<file path="src/hw/rtl/isu_pkg.sv">
// Package for the Ising spin-update core: lattice size, field widths,
// controller state type and the command/status structs.
// No dependencies.
`default_nettype none

package isu_pkg;

    // Lattice geometry
    localparam int SIDE   = 64;
    localparam int LAT_AW = $clog2(SIDE);
    localparam int CLR_W  = $clog2(SIDE + 1);

    // Field widths
    localparam int COORD_W  = 6;
    localparam int DRAW_W   = 16;
    localparam int THR_W    = 17;
    localparam int DELTA_W  = 5;
    localparam int ENERGY_W = 15;
    localparam int MAGNET_W = 14;
    localparam int FLIPS_W  = 32;

    localparam int IN_W  = 32;
    localparam int OUT_W = 72;

    // Reset values
    localparam logic [ENERGY_W-1:0] ENERGY_RESET = ENERGY_W'(-(2 * SIDE * SIDE));
    localparam logic [MAGNET_W-1:0] MAGNET_RESET = MAGNET_W'(SIDE * SIDE);
    localparam logic [THR_W-1:0]    THR_FOUR_RESET  = THR_W'(1200);
    localparam logic [THR_W-1:0]    THR_EIGHT_RESET = THR_W'(22);

    // Configuration register indexes
    localparam logic CFG_THR_FOUR  = 1'b0;
    localparam logic CFG_THR_EIGHT = 1'b1;

    typedef enum logic [2:0] {
        ST_CLEAR,
        ST_IDLE,
        ST_READ_NBR,
        ST_READ_ROW,
        ST_UPDATE
    } state_t;

    typedef struct packed {
        logic clr_we;
        logic load;
        logic rd_nbr;
        logic rd_row;
        logic update;
    } cmd_t;

    typedef struct packed {
        logic clr_done;
        logic out_free;
    } status_t;

endpackage

`default_nettype wire

</file>
<file path="src/hw/rtl/isu_ctrl.sv">
// Controller for the spin-update core: clearing pass, read sequence, update.
// Depends on isu_pkg.
`default_nettype none

module isu_ctrl
    import isu_pkg::*;
(
    input  wire logic    clk,
    input  wire logic    rst_n,
    input  wire logic    s_tvalid,
    output logic         s_tready,
    input  wire status_t status,
    output cmd_t         cmd
);

    state_t state_reg;
    state_t state_next;

    always_ff @(posedge clk or negedge rst_n)
    begin
        if (!rst_n)
        begin
            state_reg <= ST_CLEAR;
        end
        else
        begin
            state_reg <= state_next;
        end
    end

    always_comb
    begin
        state_next = state_reg;
        case (state_reg)
            ST_CLEAR:
            begin
                if (status.clr_done)
                begin
                    state_next = ST_IDLE;
                end
            end
            ST_IDLE:
            begin
                if (s_tvalid)
                begin
                    state_next = ST_READ_NBR;
                end
            end
            ST_READ_NBR: state_next = ST_READ_ROW;
            ST_READ_ROW: state_next = ST_UPDATE;
            ST_UPDATE:
            begin
                if (status.out_free)
                begin
                    state_next = ST_IDLE;
                end
            end
            default: state_next = ST_CLEAR;
        endcase
    end

    always_comb
    begin
        cmd      = '0;
        s_tready = 1'b0;
        case (state_reg)
            ST_CLEAR:
            begin
                cmd.clr_we = !status.clr_done;
            end
            ST_IDLE:
            begin
                s_tready = 1'b1;
                cmd.load = s_tvalid;
            end
            ST_READ_NBR:
            begin
                cmd.rd_nbr = 1'b1;
            end
            ST_READ_ROW:
            begin
                cmd.rd_row = 1'b1;
            end
            ST_UPDATE:
            begin
                cmd.update = status.out_free;
            end
            default:
            begin
                cmd = '0;
            end
        endcase
    end

endmodule

`default_nettype wire

</file>
<file path="config.mk">
export PLATFORM = sky130hd
export DESIGN_NAME = isu_ctrl
export DESIGN_NICKNAME = d
export VERILOG_FILES = /design/src/hw/rtl/isu_pkg.sv /design/src/hw/rtl/isu_ctrl.sv
export SDC_FILE = /design/constraint.sdc
export NUM_CORES = 1
export LEC_CHECK = 0
export BUFFER_PORTS_ARGS = -buffer_cell sky130_fd_sc_hd__buf_2
export CAP_MARGIN = 0
export CORE_AREA = 4 4 41 43
export DETAILED_ROUTE_END_ITERATION = 8
export DIE_AREA = 0 0 45 47
export SETUP_SLACK_MARGIN = 0.15
export SLEW_MARGIN = 20
export SYNTH_ARGS = -nofsm -noshare
export SYNTH_HDL_FRONTEND = slang
export SYNTH_SLANG_ARGS = --single-unit
</file>
<file path="constraint.sdc">
create_clock -name clk -period 2.7 [get_ports clk]
set_clock_uncertainty 0.05 [all_clocks]
set_input_delay 0.405 -clock clk [delete_from_list [all_inputs] [get_ports clk]]
set_output_delay 0.405 -clock clk [all_outputs]
set_load 0.01 [all_outputs]
</file>
==> qor.yml <==
logic_synthesis:
  netlist_area_sq_um: 208
  yosys-top-cells-area: "dfrtp_1, nor4b_1, and4bb_1, and4bb_2, buf_6"
  ys_types: 17
  synth_area_leader_cell: "dfrtp_1"
  synth-xor-area-share: 0
  synth-compound-area-share: 0.0663
  synth-seq-cells: 3
  synthMuxAreaShare: 0
  synth_fp_nets: 25
  yosys_warnings: 0
  synth_fa_ha_area_frac: 0
  avgSynthCellArea_sq_um: 10.4
  synth_top_family_by_area: "simple AND/OR/NAND/NOR gates"
  yosysSeqAreaShare: 0.361
  synthSimpleGateAreaFrac: 0.494
  synth_top_area_share: 0.361
  syn_inst: 20
power_and_ir_drop:
  seqPwrFrac: 0.339
  cellPowerDensity_nw_per_um2: 1060
  p_int_uw: 195
  combPwrFrac: 0.406
  power.share.clock: 0.254
  swShare: 0.380
  switchingPower_uw: 120
  leakage_uw: 0.000150
  irDropWorstVdd_mv: 0.312
timing:
  setup_violations: 0
  rsz0062_at_grt: "false"
  min_period_ps: 1620
  fin_hold_ws_ps: 416
  worst_pin_slew_ps: 265
  setup_tns_ps: 0
  slew_viol_final: 0
  finalHoldViolations: 0
  relSlewSlack: 0.821
  max_freq_mhz: 617
  fin_crit_sh: 0.600
floorplan:
  die_w_um: 45
  die_area_sq_um: 2120
  pin_count: 11
  die_y_um: 47
  design.core.area_sq_um: 1300
  start_util: 0.160
  rows: 13
clock_network:
  cts_tree: "built"
  cts_sinks: 3
  clock_latency_ps: 230
  cts_setup_buffers: 0
  cts-resized-gates: 0
  numCtsBuffers: 3
  h-tree-depth: 1
  clk_path_buf_depth: 2
  cts-root-buf: "clkbuf_4"
  clk_pin_slew_ps: 40
place:
  gp_congestion: 0.719
  port_buffers: 10
  dp_hpwl_um: 357
  placed_cells: 43
  place_area_sq_um: 260
critical_path:
  cp_num_buf_inv: 1
  crit_slowest_cell: "dfrtp_1"
  path_cells: "nor4_1 > buf_2"
  cp_top_family: "flip-flops"
  slowest_delay_ps: 450
  critPathArrivalTime_ps: 1170
  worst_ep_required_time_ps: 2250
  critPathKind: "reg2out"
  reg2reg_slack_ps: 1540
  worst_setup_path_start_kind: "flop"
  endpoint_kind: "primary output"
  worstPathMaxFanout: 10
hold_path:
  hp-class: "in2reg"
cells_and_area:
  final_area_sq_um: 297
  instances_no_fill: 48
  largest_reg_flops: 3
  nNetsFinal: 39
  area_delta_synth_final_pct: 42.8
  drive_gt1_frac: 0.424
  regArea_sq_um: 75.1
  fillers: 152
  antenna_cells: 0
  multi_input_area_sq_um: 116
drt:
  vias: 205
  drcViolationCount: 0
  drt-initial-drc-count: 2
  drtAntennaViolNets: 0
  wire_per_inst_um: 10.3
  viasPerCell: 4.27
  wirelength_um: 496
  drtPass1Iterations: 4
global_routing:
  overflow: 0
  grt_start_max_net_pins: 12
  track_usage: 0.0610
  grt_pass1_wl_um: 828
  antenna_found_initial: 0
  grt_pass1_vias: 214
flow_run:
  max_cap_violations: 0
outcome:
  status: "complete, no violations"
==> power by group through the flow <==
stage	logic [uW]	registers, uW	clock network, uW
2_1_floorplan	124	78.1	0
3_3_place_gp	128	105	0
3_5_place_dp	128	105	0
4_1_cts	130	105	82.0
5_1_grt	145	111	83.8
6_report	128	107	80.1
==> metal layers <==
layer  GRT usage  part of all wire  vias to the layer above
li1            -                 -                      102
met3      0.0421              0.10                        2
met4      0.0702             0.016                        0
met2      0.0706              0.36                       12
met1      0.0664              0.52                       89
met5           0                 0                        -
==> final timing paths <==
kind                                     startpoint                        to  cells after the start
max                        state_reg[0]$_DFFE_PN0P_                    cmd[4]                      2
min reg2reg                state_reg[2]$_DFFE_PN0P_  state_reg[1]$_DFFE_PN0P_                      1
min in group asynchronous                     rst_n  state_reg[0]$_DFFE_PN0P_                      2
max in group asynchronous                     rst_n  state_reg[2]$_DFFE_PN0P_                      2
max reg2reg                state_reg[1]$_DFFE_PN0P_  state_reg[0]$_DFFE_PN0P_                      2
min                                        s_tvalid  state_reg[1]$_DFFE_PN0P_                      3
==> worst min-delay path: cells and delay by family <==
| kind | cells | cell delay (ps) |
|---|---|---|
| buf+inv | 1 | 110 |
| compound gates | 1 | 60 |
| simple gates | 1 | 70 |
==> cell families after synthesis <==
kind of cell	after synthesis
AO/OA/AOI/OAI	2
buffers and inverters	2
flip-flops	3
AND/OR/NAND/NOR	13
==> layout by cell type (no fill, tap or decap), drive strengths merged <==
cell type    synthesis  layout
buf                  2      10
and4bb               2       2
nor3b                1       1
nor4                 1       1
a211o                1       1
or2b                 1       1
nor4b                2       2
and2                 1       1
nor2                 1       1
a21oi                1       1
nand3b               1       1
dlygate4sd3          0       1
clkbuf               0       4
and3b                1       1
or2                  2       2
dfrtp                3       3
==> layout make-up <==
type | count | area share
clock buffer | 4 | 0.0886
multi-input combinational | 15 | 0.392
sequential | 3 | 0.253
tap | 15 | 0.0633
timing repair buffer | 11 | 0.203
==> what timing repair did <==
action,CTS,global route
hold buffers,1,0
setup endpoints to repair,0,0
endpoints found under the hold margin,3,0
==> synth_stat cells, drive strengths merged <==
cell type  number
a211o           1
a21oi           1
and2            1
and3b           1
and4bb          2
buf             2
dfrtp           3
nand3b          1
nor2            1
nor3b           1
nor4            1
nor4b           2
or2             2
or2b            1
==> stage by stage <==
step | total power, uW | util | setup slack, ps
2_1_floorplan | 202 | - | 1310
3_3_place_gp | 233 | 0.200 | 1340
3_5_place_dp | 233 | 0.200 | 1340
4_1_cts | 316 | 0.228 | 1090
5_1_grt | 340 | 0.228 | 1010
6_report | 315 | 0.228 | 1080
Power figures use the tool's default switching activity.
